**config.mk**
```make
export PLATFORM = sky130hd
export DESIGN_NAME = cp1252_to_escaped_utf8
export DESIGN_NICKNAME = d
export VERILOG_FILES = /design/src/rtl/c2eu8_pkg.sv /design/src/rtl/cp1252_to_escaped_utf8.sv
export SDC_FILE = /design/constraint.sdc
export NUM_CORES = 1
export LEC_CHECK = 0
export BUFFER_PORTS_ARGS = -buffer_cell sky130_fd_sc_hd__buf_4
export CELL_PAD_IN_SITES_DETAIL_PLACEMENT = 0
export CELL_PAD_IN_SITES_GLOBAL_PLACEMENT = 2
export CORE_MARGIN = 8
export CORE_UTILIZATION = 41
export DETAILED_ROUTE_END_ITERATION = 16
export GPL_TIMING_DRIVEN = 0
export HOLD_SLACK_MARGIN = 0.08
export PLACE_DENSITY = 0.82
export SYNTH_ARGS = -nofsm -noshare
export SYNTH_HDL_FRONTEND = slang
export SYNTH_SLANG_ARGS = --single-unit
```
**constraint.sdc**
```tcl
create_clock -name clock -period 10.7 [get_ports clock]
set_input_delay 1.07 -clock clock [delete_from_list [all_inputs] [get_ports clock]]
set_output_delay 1.07 -clock clock [all_outputs]
set_load 0.03 [all_outputs]
```
**src/rtl/c2eu8_pkg.sv**
```systemverilog
// Package: types, constants and code tables for the cp1252 to escaped UTF-8 converter.
`timescale 1ns / 1ps
`default_nettype none
package c2eu8_pkg;

   localparam int COUNT_WIDTH_DEFAULT = 32;
   localparam int FIELD_COUNT_WIDTH   = 32;
   localparam int BYTE_WIDTH          = 8;
   localparam int MAX_BYTES           = 3;

   localparam logic [7:0] CH_BACKSLASH = 8'h5C;
   localparam logic [7:0] CH_TAB       = 8'h09;
   localparam logic [7:0] CH_NEWLINE   = 8'h0A;
   localparam logic [7:0] CH_RETURN    = 8'h0D;
   localparam logic [7:0] CH_LOWER_T   = 8'h74;
   localparam logic [7:0] CH_LOWER_N   = 8'h6E;
   localparam logic [7:0] CH_LOWER_R   = 8'h72;

   localparam logic [1:0] NEED_NONE  = 2'd0;
   localparam logic [1:0] NEED_ONE   = 2'd1;
   localparam logic [1:0] NEED_TWO   = 2'd2;
   localparam logic [1:0] NEED_THREE = 2'd3;

   typedef struct packed {
      logic [MAX_BYTES-1:0][7:0] bytes;
      logic [1:0]                cnt;
      logic                      undef;
   } enc_type;

   // cp1252 0x80-0x9F to Unicode; zero marks an undefined byte
   function automatic logic [15:0] hi_map(input logic [4:0] idx);
      logic [15:0] u;
      case (idx)
         5'h00: u = 16'h20AC;
         5'h02: u = 16'h201A;
         5'h03: u = 16'h0192;
         5'h04: u = 16'h201E;
         5'h05: u = 16'h2026;
         5'h06: u = 16'h2020;
         5'h07: u = 16'h2021;
         5'h08: u = 16'h02C6;
         5'h09: u = 16'h2030;
         5'h0A: u = 16'h0160;
         5'h0B: u = 16'h2039;
         5'h0C: u = 16'h0152;
         5'h0E: u = 16'h017D;
         5'h11: u = 16'h2018;
         5'h12: u = 16'h2019;
         5'h13: u = 16'h201C;
         5'h14: u = 16'h201D;
         5'h15: u = 16'h2022;
         5'h16: u = 16'h2013;
         5'h17: u = 16'h2014;
         5'h18: u = 16'h02DC;
         5'h19: u = 16'h2122;
         5'h1A: u = 16'h0161;
         5'h1B: u = 16'h203A;
         5'h1C: u = 16'h0153;
         5'h1E: u = 16'h017E;
         5'h1F: u = 16'h0178;
         default: u = 16'h0000;
      endcase
      return u;
   endfunction

   function automatic enc_type encode(input logic [7:0] c);
      enc_type     e;
      logic [15:0] cp;
      logic [15:0] mapped;
      e      = '0;
      mapped = hi_map(c[4:0]);
      if (c[7:5] == 3'b100) begin
         if (mapped == 16'h0000) begin
            e.undef = 1'b1;
            cp      = {8'h00, c};
         end else begin
            cp = mapped;
         end
      end else begin
         cp = {8'h00, c};
      end
      if (c == 8'h00) begin
         e.cnt = 2'd0;
      end else if (cp == {8'h00, CH_BACKSLASH}) begin
         e.bytes[0] = CH_BACKSLASH;
         e.bytes[1] = CH_BACKSLASH;
         e.cnt      = 2'd2;
      end else if (cp == {8'h00, CH_TAB}) begin
         e.bytes[0] = CH_BACKSLASH;
         e.bytes[1] = CH_LOWER_T;
         e.cnt      = 2'd2;
      end else if (cp == {8'h00, CH_NEWLINE}) begin
         e.bytes[0] = CH_BACKSLASH;
         e.bytes[1] = CH_LOWER_N;
         e.cnt      = 2'd2;
      end else if (cp == {8'h00, CH_RETURN}) begin
         e.bytes[0] = CH_BACKSLASH;
         e.bytes[1] = CH_LOWER_R;
         e.cnt      = 2'd2;
      end else if (cp < 16'h0080) begin
         e.bytes[0] = cp[7:0];
         e.cnt      = 2'd1;
      end else if (cp < 16'h0800) begin
         e.bytes[0] = {3'b110, cp[10:6]};
         e.bytes[1] = {2'b10, cp[5:0]};
         e.cnt      = 2'd2;
      end else begin
         e.bytes[0] = {4'b1110, cp[15:12]};
         e.bytes[1] = {2'b10, cp[11:6]};
         e.bytes[2] = {2'b10, cp[5:0]};
         e.cnt      = 2'd3;
      end
      return e;
   endfunction

endpackage
`default_nettype wire

```
**src/rtl/cp1252_to_escaped_utf8.sv**
```systemverilog
// Top level: cp1252 to escaped UTF-8 converter with NUL, undefined-byte and UTF-8 hint counters.
`timescale 1ns / 1ps
`default_nettype none
// Takes one cp1252 byte per word and returns its UTF-8 form one byte per word, with
// backslash, tab, newline and carriage return escaped as two bytes. An input word yields
// one to three output bytes, sent one per word because the result port carries one byte
// per word; a NUL byte yields nothing. The next input word is taken once the last byte
// of the previous one moves into the result register. rsp_tlast marks the final byte of
// each input word; the three counts in rsp_tdata are the saturating counter values after
// that input word. Counters are COUNT_WIDTH bits wide, and the result carries their low
// 32 bits.
module cp1252_to_escaped_utf8 #(
   parameter int COUNT_WIDTH = c2eu8_pkg::COUNT_WIDTH_DEFAULT
) (
   input  wire logic         clock,
   input  wire logic         reset,
   input  wire logic         req_tvalid,
   output logic              req_tready,
   input  wire logic [7:0]   req_tdata,  // [7:0] in_byte
   input  wire logic         req_tlast,  // value_end
   output logic              rsp_tvalid,
   input  wire logic         rsp_tready,
   output logic [103:0]      rsp_tdata,  // [7:0] out_byte, [39:8] nul_count,
                                         // [71:40] utf8_like_count, [103:72] undefined_count
   output logic              rsp_tlast   // last_of_run
);
   import c2eu8_pkg::*;

   localparam logic [COUNT_WIDTH-1:0] COUNT_MAX = '1;

   logic                         req_accept;
   enc_type                      enc;

   logic [1:0]                   pending_ff, pending_in;
   logic [COUNT_WIDTH-1:0]       nul_ff, nul_in;
   logic [COUNT_WIDTH-1:0]       utf8_ff, utf8_in;
   logic [COUNT_WIDTH-1:0]       undef_ff, undef_in;

   logic                         hold_valid_ff, hold_valid_in;
   logic [MAX_BYTES-1:0][7:0]    hold_bytes_ff, hold_bytes_in;
   logic [1:0]                   hold_cnt_ff, hold_cnt_in;
   logic [1:0]                   hold_idx_ff, hold_idx_in;
   logic [3*FIELD_COUNT_WIDTH-1:0] hold_counts_ff, hold_counts_in;

   logic                         rsp_valid_ff, rsp_valid_in;
   logic [103:0]                 rsp_data_ff, rsp_data_in;
   logic                         rsp_last_ff, rsp_last_in;

   logic                         load;
   logic                         hold_done;
   logic [1:0]                   need;
   logic                         cont_byte;

   assign load       = hold_valid_ff && (!rsp_valid_ff || rsp_tready);
   assign hold_done  = load && (hold_idx_ff == hold_cnt_ff - 2'd1);
   assign req_tready = !hold_valid_ff || hold_done;
   assign req_accept = req_tvalid && req_tready;

   assign rsp_tvalid = rsp_valid_ff;
   assign rsp_tdata  = rsp_data_ff;
   assign rsp_tlast  = rsp_last_ff;

   assign enc       = encode(req_tdata);
   assign cont_byte = (req_tdata[7:6] == 2'b10);

   always_comb begin
      if (req_tdata >= 8'hC2 && req_tdata <= 8'hDF) begin
         need = NEED_ONE;
      end else if (req_tdata >= 8'hE0 && req_tdata <= 8'hEF) begin
         need = NEED_TWO;
      end else if (req_tdata >= 8'hF0 && req_tdata <= 8'hF7) begin
         need = NEED_THREE;
      end else begin
         need = NEED_NONE;
      end
   end

   always_comb begin
      pending_in = pending_ff;
      nul_in     = nul_ff;
      utf8_in    = utf8_ff;
      undef_in   = undef_ff;
      if (req_accept) begin
         if (need != NEED_NONE) begin
            pending_in = need;
         end else if (cont_byte && pending_ff != NEED_NONE) begin
            pending_in = pending_ff - 2'd1;
            if (pending_ff == NEED_ONE && utf8_ff != COUNT_MAX) begin
               utf8_in = utf8_ff + 1'b1;
            end
         end else begin
            pending_in = NEED_NONE;
         end
         if (req_tlast) begin
            pending_in = NEED_NONE;
         end
         if (req_tdata == 8'h00 && nul_ff != COUNT_MAX) begin
            nul_in = nul_ff + 1'b1;
         end
         if (enc.undef && undef_ff != COUNT_MAX) begin
            undef_in = undef_ff + 1'b1;
         end
      end
   end

   always_comb begin
      hold_valid_in  = hold_valid_ff;
      hold_bytes_in  = hold_bytes_ff;
      hold_cnt_in    = hold_cnt_ff;
      hold_idx_in    = hold_idx_ff;
      hold_counts_in = hold_counts_ff;
      if (load) begin
         hold_idx_in = hold_idx_ff + 2'd1;
      end
      if (hold_done) begin
         hold_valid_in = 1'b0;
      end
      if (req_accept && enc.cnt != 2'd0) begin
         hold_valid_in  = 1'b1;
         hold_bytes_in  = enc.bytes;
         hold_cnt_in    = enc.cnt;
         hold_idx_in    = 2'd0;
         hold_counts_in = {FIELD_COUNT_WIDTH'(undef_in), FIELD_COUNT_WIDTH'(utf8_in),
                           FIELD_COUNT_WIDTH'(nul_in)};
      end
   end

   always_comb begin
      rsp_valid_in = rsp_valid_ff;
      rsp_data_in  = rsp_data_ff;
      rsp_last_in  = rsp_last_ff;
      if (load) begin
         rsp_valid_in = 1'b1;
         rsp_data_in  = {hold_counts_ff, hold_bytes_ff[hold_idx_ff]};
         rsp_last_in  = (hold_idx_ff == hold_cnt_ff - 2'd1);
      end else if (rsp_tready) begin
         rsp_valid_in = 1'b0;
      end
   end

   always_ff @(posedge clock) begin
      if (reset) begin
         pending_ff    <= NEED_NONE;
         nul_ff        <= '0;
         utf8_ff       <= '0;
         undef_ff      <= '0;
         hold_valid_ff <= 1'b0;
         hold_idx_ff   <= 2'd0;
         rsp_valid_ff  <= 1'b0;
      end else begin
         pending_ff    <= pending_in;
         nul_ff        <= nul_in;
         utf8_ff       <= utf8_in;
         undef_ff      <= undef_in;
         hold_valid_ff <= hold_valid_in;
         hold_idx_ff   <= hold_idx_in;
         rsp_valid_ff  <= rsp_valid_in;
      end
   end

   always_ff @(posedge clock) begin
      hold_bytes_ff  <= hold_bytes_in;
      hold_cnt_ff    <= hold_cnt_in;
      hold_counts_ff <= hold_counts_in;
      rsp_data_ff    <= rsp_data_in;
      rsp_last_ff    <= rsp_last_in;
   end

`ifndef SYNTH
   a_idx_in_range: assert property (@(posedge clock) disable iff (reset)
      hold_valid_ff |-> (hold_cnt_ff != 2'd0 && hold_idx_ff < hold_cnt_ff))
      else $error("byte index beyond held count");

   a_pending_cleared: assert property (@(posedge clock) disable iff (reset)
      (req_accept && req_tlast) |=> (pending_ff == NEED_NONE))
      else $error("candidate sequence spans a value end");

   a_nul_monotonic: assert property (@(posedge clock) disable iff (reset)
      !$past(reset) |-> (nul_ff >= $past(nul_ff)))
      else $error("NUL counter went down");

   a_utf8_monotonic: assert property (@(posedge clock) disable iff (reset)
      !$past(reset) |-> (utf8_ff >= $past(utf8_ff)))
      else $error("UTF-8 hint counter went down");

   a_nul_no_result: assert property (@(posedge clock) disable iff (reset)
      (req_accept && req_tdata == 8'h00) |=> (hold_valid_ff == $past(hold_valid_ff && !hold_done)))
      else $error("NUL byte produced output");
`endif

endmodule
`default_nettype wire

```
==> flow_summary.json, run 1 <==
{
  "status": "completed",
  "start_kind": "input pin",
  "cts-resized-gates": 0,
  "dr.pass1.iters": 6,
  "skew_ns": 0.0173,
  "crit_fanout": 10,
  "fin_crit_ns": 4.39,
  "synth_area_leaders": "edfxtp_1 51%, dfxtp_1 15%, nor2b_1 4.9%, xnor2_1 3.5%, xor2_1 2.6%",
  "grt_max_degree": 61,
  "crit_required_ns": 10.95,
  "grt_overflow_total": 0,
  "max_cap_violations": 0,
  "cts_inserted_buffers": 31,
  "cts_tree": "yes",
  "grt_pass1_vias": 8240,
  "timing.fmax_mhz": 228,
  "die-area_sq_um": 38600,
  "dp_hpwl_microns": 19400,
  "clk_latency_ns": 0.55,
  "finalPower_mw": 2.79,
  "synth_most_common_cell": "edfxtp_1",
  "hold_buffers": 0,
  "antenna_left": 0,
  "worst_pin_slew_ns": 1.30,
  "setup_viol": 0,
  "drt-wirelength-per-cell_microns": 16.6,
  "die_height_microns": 197,
  "fillers": 2798,
  "start_util_pct": 41.4,
  "syn_area_per_cell_sq_um": 12.8,
  "yosysTopAreaCell": "edfxtp_1",
  "drt_wl_total_microns": 27600,
  "die_w_microns": 197,
  "drc": 0,
  "ys_warn_count": 0,
  "root_buffer": "clkbuf_16",
  "routabilityCongestion": 0.852,
  "grt_setup_unrepaired": "false",
  "synth_cell_types": 65,
  "syn_nets": 1077,
  "synth_common_cells": "226 x edfxtp_1, 104 x nor2b_1, 102 x dfxtp_1",
  "peakVddDrop_mv": 0.106,
  "tns_ns": 0,
  "first_iter_violations": 380,
  "max_stage_delay_ns": 0.61,
  "cts.sinks": 328,
  "ys_seq_elements": 328,
  "dpl_cell_area_sq_um": 14900,
  "worstSetupEndpointType": "flop",
  "cp_data_arrival_time_ns": 4.64,
  "async_reset_ff_share_pct": 0,
  "port_buffers": 117,
  "synth_edf_count": 226,
  "htreeDepth": 1,
  "clock_path_buffers": 3,
  "area_growth_pct": 19.6,
  "p_per_area_nw_per_um2": 174,
  "clkTransAtPathRegs_ns": 0.06,
  "final_max_slew_viol_count": 0,
  "crit_chain": "buf_4 -> inv_1 -> ha_1 -> and2_1 -> mux4_2 -> nor4_1 -> a31oi_1 -> nor3b_1 -> o21ai_1 -> nand3_1",
  "vias_per_cell": 4.89,
  "slew_headroom_pct": 12.9,
  "fin_nets": 1232,
  "antenna_found_initial": 0,
  "hold_path.class": "flop to flop",
  "critPathSlowestCell": "nor4_1",
  "core_sq_um": 32300,
  "grt_pass1_wl_microns": 44700,
  "grt_usage_pct": 14.1,
  "synthesis.instances": 1046,
  "hold_viol": 0,
  "post-route-period-util_pct": 41.1,
  "synth.cell_area_sq_um": 13400,
  "rows": 66,
  "final_cell_area_sq_um": 16000,
  "antenna_cells": 0,
  "vias": 8160,
  "fin_ws_ns": 6.31,
  "ios": 120,
  "hold_slack_ns": 0.414,
  "crit_type": "input pin to flop",
  "drive_above_1_share_pct": 16.4,
  "cts_setup_buffers": 0,
  "pre_cts_slack_ns": 5.79,
  "power_leakage_nw": 5.84,
  "yosysSeqAreaShare_pct": 66.0,
  "yosysTopAreaCellShare_pct": 50.8,
  "ys.flop_type": "edfxtp_1"
}
-- stage by stage --
step           util [%]  instances
6_report           49.5       1668
5_1_grt            49.5       1668
4_1_cts            49.5       1668
3_5_place_dp       46.2       1610
3_3_place_gp       45.8       1605
2_1_floorplan         -       1046
-- cells in the final DEF, fill, tap and decap left out, types with 11 or more instances in the layout --
cell type and instances:
nor3_1 30, nand2_1 63, edfxtp_1 226, ha_1 18, a21oi_1 13, nor2_1 57, clkbuf_1 36, o21ai_0 23
and3_1 24, buf_4 117, xor2_1 40, xnor2_1 54, mux2i_1 13, clkbuf_16 31, nand3_1 47, nor2b_1 104
and4_1 16, inv_1 24, dfxtp_1 102, nand4_1 29, nand2b_1 11
-- layer usage --
metal | global-route usage [%] | vias up | wire [microns]
li1 | - | 4089 | -
met1 | 18.7 | 3896 | 12800
met2 | 23.6 | 144 | 13000
met3 | 2.87 | 31 | 1480
met4 | 3.34 | 0 | 384
met5 | 0 | - | 0
-- flip-flops by register name (all words and copies together) (netlist names) --
signal	flops
rsp_tdata	104
hold_counts_ff	96
nul_ff	32
undef_ff	32
utf8_ff	32
hold_bytes_ff	23
hold_cnt_ff	2
hold_idx_ff	2
pending_ff	2
hold_valid_ff	1
rsp_tlast	1
rsp_tvalid	1
-- cell type report --
cell class                 count  area, sq um  share of cell area (%)
inverter                      26         97.6                   0.611
tap                          442          553                    3.46
clock inverter                20          239                    1.50
buffer                        42          180                    1.13
clock buffer                  38          822                    5.14
multi-input combinational    650         4270                    26.7
sequential                   328         8830                    55.2
timing repair buffer         122          993                    6.22
-- critical path, delay by kind of cell --
kind            cells  cell delay, ns
mux                 1            0.47
compound gates      2            0.96
fa+ha+maj           1            0.40
simple gates        4            1.24
buf+inv             2            0.49
-- report_power, final --
| group | internal (mW) | total [mW] | switching [mW] |
|---|---|---|---|
| Clock | 0.667 | 1.12 | 0.456 |
| Sequential | 1.43 | 1.44 | 0.0180 |
| Combinational | 0.0706 | 0.219 | 0.148 |
-- cell families after synthesis --
logic type               Yosys count  synth area share, %
multiplexers                      20                 1.82
buffers and inverters             68                 2.08
adder cells (fa/ha/maj)           18                 1.68
AND/OR/NAND/NOR                  434                 18.0
XOR/XNOR                          95                 6.28
flip-flops                       328                 66.0
AO/OA/AOI/OAI                     83                 4.14
-- path summary, 6_finish.rpt --
kind,end,startpoint,slack [ns],cells after the start
worst max-delay path,hold_cnt_ff[1]$_DFFE_PP_,req_tdata[0],6.31,10
worst min-delay path,rsp_tdata[101]$_DFFE_PP_,hold_counts_ff[93]$_DFFE_PP_,0.41,0
worst max register to register,undef_ff[14]$_SDFF_PP0_,undef_ff[2]$_SDFF_PP0_,7.19,10
worst min register to register,rsp_tdata[101]$_DFFE_PP_,hold_counts_ff[93]$_DFFE_PP_,0.41,0
(Power assumes the default switching activity.)
==> run 2, diff against run 1 <==
Settings changed: ABC_AREA set to 1, CORE_UTILIZATION 41 to 38.
Clock period 10.7 ns to 4.1 ns, I/O delays scaled along.
==> flow_summary.json, run 2 <==
{
  "status": "completed",
  "p_per_area_nw_per_um2": 427,
  "grt_max_degree": 48,
  "crit_type": "flop to flop",
  "grt_pass1_wl_microns": 58000,
  "synth_edf_count": 226,
  "vias": 10700,
  "async_reset_ff_share_pct": 0,
  "fillers": 3715,
  "crit_required_ns": 4.30,
  "finalPower_mw": 7.55,
  "dpl_cell_area_sq_um": 16600,
  "grt_setup_unrepaired": "false",
  "root_buffer": "clkbuf_16",
  "fin_crit_ns": 3.10,
  "cts_inserted_buffers": 36,
  "synthesis.instances": 1543,
  "syn_nets": 1574,
  "layout_commonest_cell": "nand2_1",
  "power_leakage_nw": 7.01,
  "clkTransAtPathRegs_ns": 0.06,
  "largest_reg_flops": 104,
  "yosysTopAreaCell": "edfxtp_1",
  "die_w_microns": 213,
  "drt-wirelength-per-cell_microns": 15.9,
  "area_growth_pct": 19.6,
  "worstSetupEndpointType": "flop",
  "worst_pin_slew_ns": 0.934,
  "grt_usage_pct": 15.9,
  "hold_viol": 0,
  "timing.fmax_mhz": 323,
  "htreeDepth": 2,
  "ys.flop_type": "edfxtp_1",
  "port_buffers": 118,
  "synth.cell_area_sq_um": 14800,
  "synth_area_leaders": "edfxtp_1 46%, dfxtp_1 14%, nand2_1 9.9%, inv_1 4.1%, xor2_1 3.6%",
  "dp_hpwl_microns": 26700,
  "syn_area_per_cell_sq_um": 9.60,
  "die_height_microns": 213,
  "drive_above_1_share_pct": 15.5,
  "routabilityCongestion": 0.862,
  "cts-resized-gates": 0,
  "synth_common_cells": "389 x nand2_1, 226 x edfxtp_1, 162 x inv_1",
  "ios": 120,
  "drt_wl_total_microns": 35900,
  "yosysSeqAreaShare_pct": 59.6,
  "cts_tree": "yes",
  "peakVddDrop_mv": 0.224,
  "cts_setup_buffers": 0,
  "hold_buffers": 0,
  "final_cell_area_sq_um": 17700,
  "hold_path.class": "input pin to flop",
  "setup_viol": 0,
  "drc": 0,
  "skew_ns": 0.0273,
  "final_cell_mix": "387 x nand2_1, 226 x edfxtp_1, 160 x inv_1, 134 x nor2_1, 123 x buf_4",
  "start_util_pct": 38.4,
  "final_max_slew_viol_count": 0,
  "fin_nets": 1737,
  "rows": 72,
  "post-route-period-util_pct": 75.6,
  "first_iter_violations": 578,
  "synth_most_common_cell": "nand2_1",
  "synth_cell_types": 49,
  "critPathSlowestCell": "nor2_4",
  "path_common_cell": "buf_12",
  "die-area_sq_um": 45500,
  "grt_overflow_total": 0,
  "max_cap_violations": 0,
  "vias_per_cell": 4.73,
  "max_stage_delay_ns": 0.52,
  "slew_headroom_pct": 37.7,
  "antenna_cells": 0,
  "ys_seq_elements": 328,
  "cp_data_arrival_time_ns": 3.30,
  "dr.pass1.iters": 5,
  "core_sq_um": 38600,
  "crit_chain": "nand2_4 -> clkinvlp_4 -> buf_12 -> nand2_1 -> nand2_4 -> nand2_8 -> buf_6 -> nor2_4 -> buf_16 -> buf_12 -> buf_12",
  "antenna_found_initial": 0,
  "ys_warn_count": 0,
  "crit_fanout": 36,
  "cts.sinks": 328,
  "start_kind": "flop",
  "yosysTopAreaCellShare_pct": 45.8,
  "clk_latency_ns": 0.52,
  "grt_pass1_vias": 10700,
  "antenna_left": 0,
  "clock_path_buffers": 3
}
==> run 2: cell count changes after synthesis, moves of 16 or more <==
cell	delta
and4_1	-16
a21oi_1	+47
o21ai_0	+24
nor2_1	+77
xor2_1	+21
nor3_1	+32
nand2_1	+326
xnor2_1	-44
nand3_1	+28
inv_1	+138
and3_1	-23
nor2b_1	-104
==> run 2: worst paths after layout <==
path	startpoint	end	slack, ns	depth (start not counted)
setup reg to reg	hold_valid_ff$_SDFFE_PP0P_	hold_counts_ff[37]$_DFFE_PP_	1.00	11
hold reg to reg	hold_counts_ff[53]$_DFFE_PP_	rsp_tdata[61]$_DFFE_PP_	0.41	0
setup / recovery	hold_valid_ff$_SDFFE_PP0P_	hold_counts_ff[37]$_DFFE_PP_	1.00	11
hold / removal	rsp_tready	rsp_tvalid$_SDFFE_PP0P_	0.19	4
==> run 2: kinds of logic (layout without fill, tap and decap cells) <==
family / Yosys count / after routing / synth area share [%]
flops: 328 / 328 / 59.6
compound gates: 135 / 135 / 4.82
mux: 7 / 7 / 0.532
xor+xnor: 73 / 73 / 4.42
simple gates: 771 / 771 / 23.3
fa+ha+maj: 18 / 18 / 1.52
buf+inv: 211 / 402 / 5.75
==> run 2: per-layer routing <==
layer	global-route usage, %	routed length (microns)	up-vias
li1	-	-	5460
met1	21.2	16800	4970
met2	26.9	16900	183
met3	2.40	1460	48
met4	4.47	716	0
met5	0	0	-
==> run 2: cell type report <==
class | instances | area, sq um | area share (%)
timing repair buffer | 125 | 1040 | 5.88
buffer | 37 | 203 | 1.14
sequential | 328 | 8830 | 49.9
inverter | 174 | 668 | 3.77
clock inverter | 15 | 140 | 0.792
multi-input combinational | 1004 | 5160 | 29.2
tap | 518 | 648 | 3.66
clock buffer | 51 | 1010 | 5.70
==> run 2: stage by stage <==
stage | hold slack [ns] | util (%) | std cells | TNS (ns) | setup slack [ns]
3_5_place_dp | 0.405 | 42.9 | 2186 | 0 | 0.747
5_1_grt | 0.180 | 45.9 | 2252 | 0 | 0.775
4_1_cts | 0.164 | 45.9 | 2252 | 0 | 0.889
2_1_floorplan | 0.400 | - | 1543 | -52.76 | -0.436
3_3_place_gp | 0.401 | 42.5 | 2179 | -287.69 | -2.02
6_report | 0.190 | 45.9 | 2252 | 0 | 1.00
==> run 2: where the power goes <==
part,internal (mW),switching [mW]
registers,3.72,0.0464
clock network,1.85,1.28
logic,0.192,0.457
total,5.77,1.78
==> run 2: worst max-delay path, delay by kind of cell (launching register included) <==
kind          cells  cell delay, ns
buf+inv           6            1.32
flops             1            0.43
simple gates      5            0.96
